[src/rtl/ldr_pkg.sv]
// Shared constants and types for the lens distortion remap address generator.
package ldr_pkg;

	// Source frame defaults
	localparam int SRC_ROWS_DEF = 512;
	localparam int SRC_COLS_DEF = 640;

	// Field and register widths
	localparam int POS_W    = 10;   // out_row / out_col
	localparam int DIM_W    = 11;   // out_width / out_height
	localparam int COEF_W   = 32;   // radial coefficients
	localparam int ASP_W    = 31;   // y_aspect, Q.30
	localparam int CFG_IDX_W  = 3;
	localparam int CFG_DATA_W = 32;

	// Datapath widths
	localparam int YM_W   = 41;     // |yc * y_aspect|
	localparam int R2_W   = 55;     // r2, Q.32
	localparam int R4_W   = 62;     // r4, Q.16
	localparam int T2_W   = 48;     // coef*r2 term after >>40
	localparam int T4_W   = 54;     // coef*r4 term after >>40
	localparam int NUM_W  = 56;     // num / den, signed Q.32
	localparam int MAG_W  = 55;     // |num| / |den|
	localparam int DIV_W  = 97;     // dividend / divisor of the rounding divide
	localparam int QUO_W  = 11;     // rounded quotient bits kept before overflow

	// Register indexes
	typedef enum logic [CFG_IDX_W-1:0] {
		CFG_OUT_WIDTH  = 3'd0,
		CFG_OUT_HEIGHT = 3'd1,
		CFG_NUM_R2     = 3'd2,
		CFG_NUM_R4     = 3'd3,
		CFG_DEN_R2     = 3'd4,
		CFG_DEN_R4     = 3'd5,
		CFG_Y_ASPECT   = 3'd6
	} cfg_idx_t;

	// Register reset values
	localparam logic [DIM_W-1:0]         RST_OUT_WIDTH  = 11'd938;
	localparam logic [DIM_W-1:0]         RST_OUT_HEIGHT = 11'd606;
	localparam logic signed [COEF_W-1:0] RST_NUM_R2     = 32'sd13354255;
	localparam logic signed [COEF_W-1:0] RST_NUM_R4     = 32'sd1414;
	localparam logic signed [COEF_W-1:0] RST_DEN_R2     = 32'sd18165792;
	localparam logic signed [COEF_W-1:0] RST_DEN_R4     = 32'sd1107618;
	localparam logic [ASP_W-1:0]         RST_Y_ASPECT   = 31'd1061856250;

endpackage

[src/rtl/ldr_divider.sv]
// Pipelined restoring divider: one quotient bit per stage plus an overflow flag.
module ldr_divider #(
	parameter int NW = ldr_pkg::DIV_W,
	parameter int QW = ldr_pkg::QUO_W
) (
	input  logic          clk,
	input  logic          en,
	input  logic [NW-1:0] dividend,
	input  logic [NW-1:0] divisor,
	output logic [QW-1:0] quot,
	output logic          over
);

	logic [NW-1:0] rem_s [QW];
	logic [NW-1:0] dvs_s [QW];
	logic [QW-1:0] quo_s [QW];
	logic          ovf_s [QW];

	for (genvar g = 0; g < QW; g++) begin : g_step
		logic [NW-1:0] rin;
		logic [NW-1:0] din;
		logic [NW-1:0] sub;
		logic [QW-1:0] qin;
		logic          oin;
		logic          take;

		if (g == 0) begin : g_first
			// quotient of more than QW bits can never land in frame
			assign rin = dividend;
			assign din = divisor;
			assign qin = '0;
			assign oin = dividend >= (divisor << QW);
		end else begin : g_next
			assign rin = rem_s[g-1];
			assign din = dvs_s[g-1];
			assign qin = quo_s[g-1];
			assign oin = ovf_s[g-1];
		end

		// trial subtract of the shifted divisor
		assign sub  = din << (QW - 1 - g);
		assign take = rin >= sub;

		always_ff @(posedge clk) begin
			if (en) begin
				rem_s[g] <= take ? rin - sub : rin;
				dvs_s[g] <= din;
				quo_s[g] <= qin | (take ? ({{(QW-1){1'b0}}, 1'b1} << (QW - 1 - g)) : '0);
				ovf_s[g] <= oin;
			end
		end
	end

	assign quot = quo_s[QW-1];
	assign over = ovf_s[QW-1];

endmodule

[config.mk]
export PLATFORM = sky130hd
export DESIGN_NAME = ldr_divider
export DESIGN_NICKNAME = d
export VERILOG_FILES = /design/src/rtl/ldr_pkg.sv /design/src/rtl/ldr_divider.sv
export SDC_FILE = /design/constraint.sdc
export NUM_CORES = 2
export LEC_CHECK = 0
export ABC_AREA = 0
export BUFFER_PORTS_ARGS = -buffer_cell sky130_fd_sc_hd__buf_2
export CAP_MARGIN = 15
export CORE_MARGIN = 2
export CORE_UTILIZATION = 50
export CTS_BUF_LIST = sky130_fd_sc_hd__clkbuf_4 sky130_fd_sc_hd__clkbuf_8 sky130_fd_sc_hd__clkbuf_16
export DETAILED_ROUTE_END_ITERATION = 10
export PLACE_DENSITY = 0.75
export SLEW_MARGIN = 20
export SYNTH_ARGS = -nofsm -noshare
export SYNTH_HDL_FRONTEND = slang
export SYNTH_SLANG_ARGS = --single-unit
[constraint.sdc]
create_clock -name clk -period 7.2 [get_ports clk]
set_clock_uncertainty 0.05 [all_clocks]
set_input_delay 0.36 -clock clk [delete_from_list [all_inputs] [get_ports clk]]
set_output_delay 0.36 -clock clk [all_outputs]
set_load 0.02 [all_outputs]
**Word level (Yosys, flattened, before mapping)**

Memory sizes are Yosys's and may differ from the RTL's.
Index checks and enable logic that the tools add are counted.

- Register bits: 0
- Memories kept: 4
- Bits of input ports: 196
- Latch bits: 0
- Memory bits (read-only): 0
- Bits in writable memories: 2266

- Equal/unequal tests: 0
- $mul: 0
- Add/sub/neg operators: 11
- Shifts and indexed selects: 0
- Reductions and logical operators: 0
- Mux-type cells: 24
- $lt $le $gt $ge: 12
- Bitwise gates (word level): 10
- Div/mod/pow operators: 0

Memories:

| memory | depth | bits a word | read ports | clocked after Yosys merged registers in | wr ports | line | text |
|---|---|---|---|---|---|---|---|
| dvs_s | 11 | 97 | 10 | 0 | 11 | ldr_divider.sv:15 | `logic [NW-1:0] dvs_s [QW];` |
| rem_s | 11 | 97 | 10 | 0 | 11 | ldr_divider.sv:14 | `logic [NW-1:0] rem_s [QW];` |
| quo_s | 11 | 11 | 11 | 0 | 11 | ldr_divider.sv:16 | `logic [QW-1:0] quo_s [QW];` |
| ovf_s | 11 | 1 | 11 | 0 | 11 | ldr_divider.sv:17 | `logic ovf_s [QW];` |

Operators by type and width:

| kind | count |
|---|---|
| 97-bit >= comparator | 12 |
| 97-bit two-way mux | 11 |
| 97-bit subtractor | 11 |
| 11-bit two-way mux | 1 |
| 11-bit by 1-bit bitwise OR with 11-bit output | 1 |
| 11-bit by 10-bit bitwise OR with 11-bit output | 1 |
| 11-bit by 2-bit bitwise OR with 11-bit output | 1 |
| 11-bit by 3-bit bitwise OR with 11-bit output | 1 |
| 11-bit by 4-bit bitwise OR with 11-bit output | 1 |
| 11-bit by 5-bit bitwise OR with 11-bit output | 1 |
| 11-bit by 6-bit bitwise OR with 11-bit output | 1 |
| 11-bit by 7-bit bitwise OR with 11-bit output | 1 |
| 11-bit by 8-bit bitwise OR with 11-bit output | 1 |
| 11-bit by 9-bit bitwise OR with 11-bit output | 1 |
| 10-bit two-way mux | 1 |
| 9-bit two-way mux | 1 |
| 8-bit two-way mux | 1 |
| 7-bit two-way mux | 1 |
| 6-bit two-way mux | 1 |
| 5-bit two-way mux | 1 |
| 4-bit two-way mux | 1 |
| 1-bit two-way mux | 3 |
| 3-bit two-way mux | 1 |
| 2-bit two-way mux | 1 |

**Depth between registers and ports, before layout**

An unclocked memory read counts as a cell.

- Word-level depth: 4
- Mapped depth: 20
- Depth with buffers taken out: 17

**Worst setup path before layout**

No wires, ideal clock.

- Path type: flip-flop to flip-flop
- Start point: memory rem_s[8][1] in the netlist's numbering
- End point: memory rem_s[9][49] in the netlist's numbering, data pin
- Buffers on the path: 2
- Arrival: 4.002 ns
- Required time: 6.890 ns
- Path slack: 2.888 ns
- Cell stages (with the launch flop): 19
- Setup time: 0.260 ns
- Period minus slack after synthesis: 4.312 ns
- Path through: edfxtp_1 -> inv_1 -> ha_1 -> inv_1 -> fa_1 -> a211o_1 -> a211o_1 -> a31o_1 -> o2111a_1 -> nor3_2 -> o21ai_1 -> o31a_2 -> a31oi_4 -> o31ai_2 -> a21o_1 -> a41o_1 -> buf_4 -> buf_6 -> mux2_4

RTL lines:

| item | line |
|---|---|
| start: declaration | ldr_divider.sv:14 |

==> impl_metrics.tcl <==
set metrics [dict create \
    min_period_over_period_pct 79.2 \
    numCtsBuffers 216 \
    syn-num-nets 14905 \
    clkTransAtPathRegs_ns 0.06 \
    syn_to_final_growth_pct 9.93 \
    antenna_found_initial 2 \
    hp-start "divisor[95]" \
    placed_area_mm2 0.136 \
    gr-total-overflow 0 \
    synth_top_cell_by_area "edfxtp_1" \
    rr_startpoint "rem_s[0][9]" \
    netlist_area_mm2 0.132 \
    tns_ns 0 \
    ys_seq_area_share_pct 45.8 \
    slew_headroom_pct 17.1 \
    h-tree-depth 4 \
    worst_skew_pair.late_latency_ns 0.92 \
    fmax_ghz 0.175 \
    avgRoutedWirePerCell_um 19.2 \
    clkPwrFrac_pct 18.8 \
    finalCriticalPeriod_ns 5.70 \
    die_y_um 518 \
    synthCells 13601 \
    fp.coreArea_mm2 0.263 \
    drive_gt1_share_pct 6.38 \
    setup_viol 0 \
    grt_first_pass_wirelength_um 527000 \
    ir_worst_vdd_mv 0.239 \
    synth_seq_cells 2017 \
    ant_nets 0 \
    initial_core_util_pct 50.4 \
    met1Wirelength_um 153000 \
    ioPinCount 208 \
    route.met3.wl_um 16000 \
    cp_max_fo 139 \
    wl_um 335000 \
    root_buffer "clkbuf_16" \
    whs_path_depth 2 \
    status "finished, final reports clean" \
    maxCapViolCount 0 \
    num_vias 98572 \
    synth_area_leaders "edfxtp_1, ha_1, a21oi_1" \
    pre_cts_slack_ns 1.49 \
    final_cells 17396 \
    rsz0062_at_grt "no" \
    ys_types 97 \
    finalWorstSetupSlack_ns 1.50 \
    worstRegToRegCells 17 \
    p_per_area_mw_per_mm2 404 \
    startpoint "rem_s[0][9]" \
    slew_violations 0 \
    stdcell_area_mm2 0.145 \
    p_comb_share_pct 49.0 \
    drt_first_pass_iters 5 \
    layout.nets 15016 \
    via_per_inst 5.67 \
    cts_sinks 2017 \
    met2WireLength_um 149000 \
    die_w_um 518 \
    report.final.hold_viol_count 0 \
    core.rowCount 188 \
    required_ns 7.78 \
    synth_top_area_share_pct 45.8 \
    die_area_mm2 0.269 \
    drc 0 \
    syn_area_per_cell_um2 9.73 \
    seqPwrFrac_pct 32.2 \
    arrival_ns 6.28 \
    synthFlopType "edfxtp_1" \
    switching_power_mw 23.8 \
    post_cts_resized 0 \
    nFillCells 23109 \
    place_hpwl_um 265000 \
    grt.total_usage_pct 24.4 \
    crit_path_end_kind "flip-flop" \
    grt_start_max_net_pins 189 \
    highest_layer "met4" \
    tightest_slew_ns 1.23 \
    synth-edff-count 2017 \
    yosysWarnings 0 \
    swShare_pct 40.4 \
    postLayoutCoreUtil_pct 55.4 \
    postSynth.asyncResetShare_pct 0 \
    gp_congestion 0.973 \
    cts_tree "built" \
    dr.first_iter.drc_count 6459 \
    start_kind "flip-flop" \
    dp_cells 16814 \
    cts_buffer_depth 4 \
    hold_class "in -> reg" \
    port_buffers 207 \
    path_class "reg -> reg" \
    grt_pass1_vias 96027 \
    power_leakage_nw 60.5 \
    internal_power_mw 35.1 \
]
[sequential cells by signal (all words and copies together) (netlist names)]
| register | count |
|---|---|
| rem_s | 970 |
| quo_s | 66 |
| dvs_s | 970 |
| ovf_s | 11 |
[critical path, cell delays in order, from the launching register on]
cell and delay (ns):
edfxtp_1 0.39, inv_1 0.07, ha_1 0.17, inv_1 0.05
fa_1 0.42, a211oi_1 0.38, o21a_1 0.19, o21ai_0 0.18
a311o_1 0.46, a31oi_1 0.56, o21bai_1 0.26, a21bo_2 0.30
a31o_2 0.33, a31o_2 0.26, nand2_1 0.12, o211ai_1 0.24
buf_12 0.29, mux2_2 0.46
[cells in the mapped netlist, types with 71 or more instances]
cell and n:
a31oi_1 113, nand2_1 995, nor2b_1 133, a211oi_1 71, o21bai_1 188, edfxtp_1 2017
mux2_2 124, xor2_1 358, nand2b_1 116, nand4_1 397, a21oi_1 1693, inv_1 1262
nand3_1 172, o21ai_0 884, clkbuf_1 464, buf_2 97, nor3_1 171, ha_1 1098
a21o_1 613, xnor2_1 517, nor2_1 1078, o21a_1 114, and3_1 71
[cell type report]
class | count | area, um2 | area share (%)
diodes | 3 | 7.51 | 0.00516
inverters | 1263 | 4740 | 3.26
multi-input cells | 9721 | 64700 | 44.5
flip-flops and latches | 2017 | 60600 | 41.6
well taps | 3515 | 4400 | 3.02
clock buffers | 253 | 5720 | 3.93
clock inverters | 131 | 1370 | 0.941
repair buffers | 493 | 3970 | 2.73
[power by group through the flow]
stage | clock network, mW | logic [mW] | registers [mW]
after floorplan | 0 | 21.8 | 18.2
final | 11.1 | 28.8 | 18.9
after CTS | 11.3 | 28.5 | 18.9
after global placement | 0 | 28.1 | 19.2
after global routing | 11.7 | 32.1 | 19.2
after detailed placement | 0 | 28.3 | 19.1
[per-stage QoR]
stage          power, mW  hold slack, ns
2_1_floorplan       40.0           0.350
5_1_grt             63.1           0.121
6_report            58.8           0.132
3_5_place_dp        47.4           0.355
3_3_place_gp        47.2           0.351
4_1_cts             58.7          0.0636
[cell usage in the layout (no fill, tap or decap), drive strengths merged, types with 133 or more instances in the layout]
cell type	instances
edfxtp	2017
a21oi	1695
inv	1273
ha	1098
nor2	1078
nand2	995
o21ai	915
a21o	613
xnor2	517
nand4	397
xor2	358
buf	298
clkbuf	253
dlygate4sd3	195
o21bai	188
nor3	173
nand3	172
mux2	148
nor2b	133
[cells by family (layout without fill, tap and decap cells)]
logic type | Yosys count | in the layout | share of synthesized area, %
compound gates | 4180 | 4180 | 19.1
simple gates | 3406 | 3406 | 12.0
flops | 2017 | 2017 | 45.8
buf+inv | 1863 | 2140 | 5.44
fa+ha+maj | 1108 | 1108 | 10.5
xor+xnor | 875 | 875 | 5.79
mux | 152 | 152 | 1.35
other cells | 0 | 3 | 0
[routing by layer]
| layer | global-route usage, % | up-vias |
|---|---|---|
| li1 | - | 49653 |
| met1 | 33.8 | 45520 |
| met2 | 39.0 | 2800 |
| met3 | 2.00 | 599 |
| met4 | 11.3 | 0 |
| met5 | 0 | - |
[final timing paths]
check                           slack [ns]      endpoint
worst min register to register        0.34   quo_s[8][6]
worst min-delay path                  0.13  dvs_s[0][95]
worst max register to register        1.50  rem_s[1][21]
worst max-delay path                  1.50  rem_s[1][21]
[what timing repair did]
item / in CTS / in global routing
endpoints found under the hold margin: 221 / 0
buffers inserted: 0 / 0
hold buffers: 195 / 0
No activity file was read; power rests on OpenSTA's default activity.
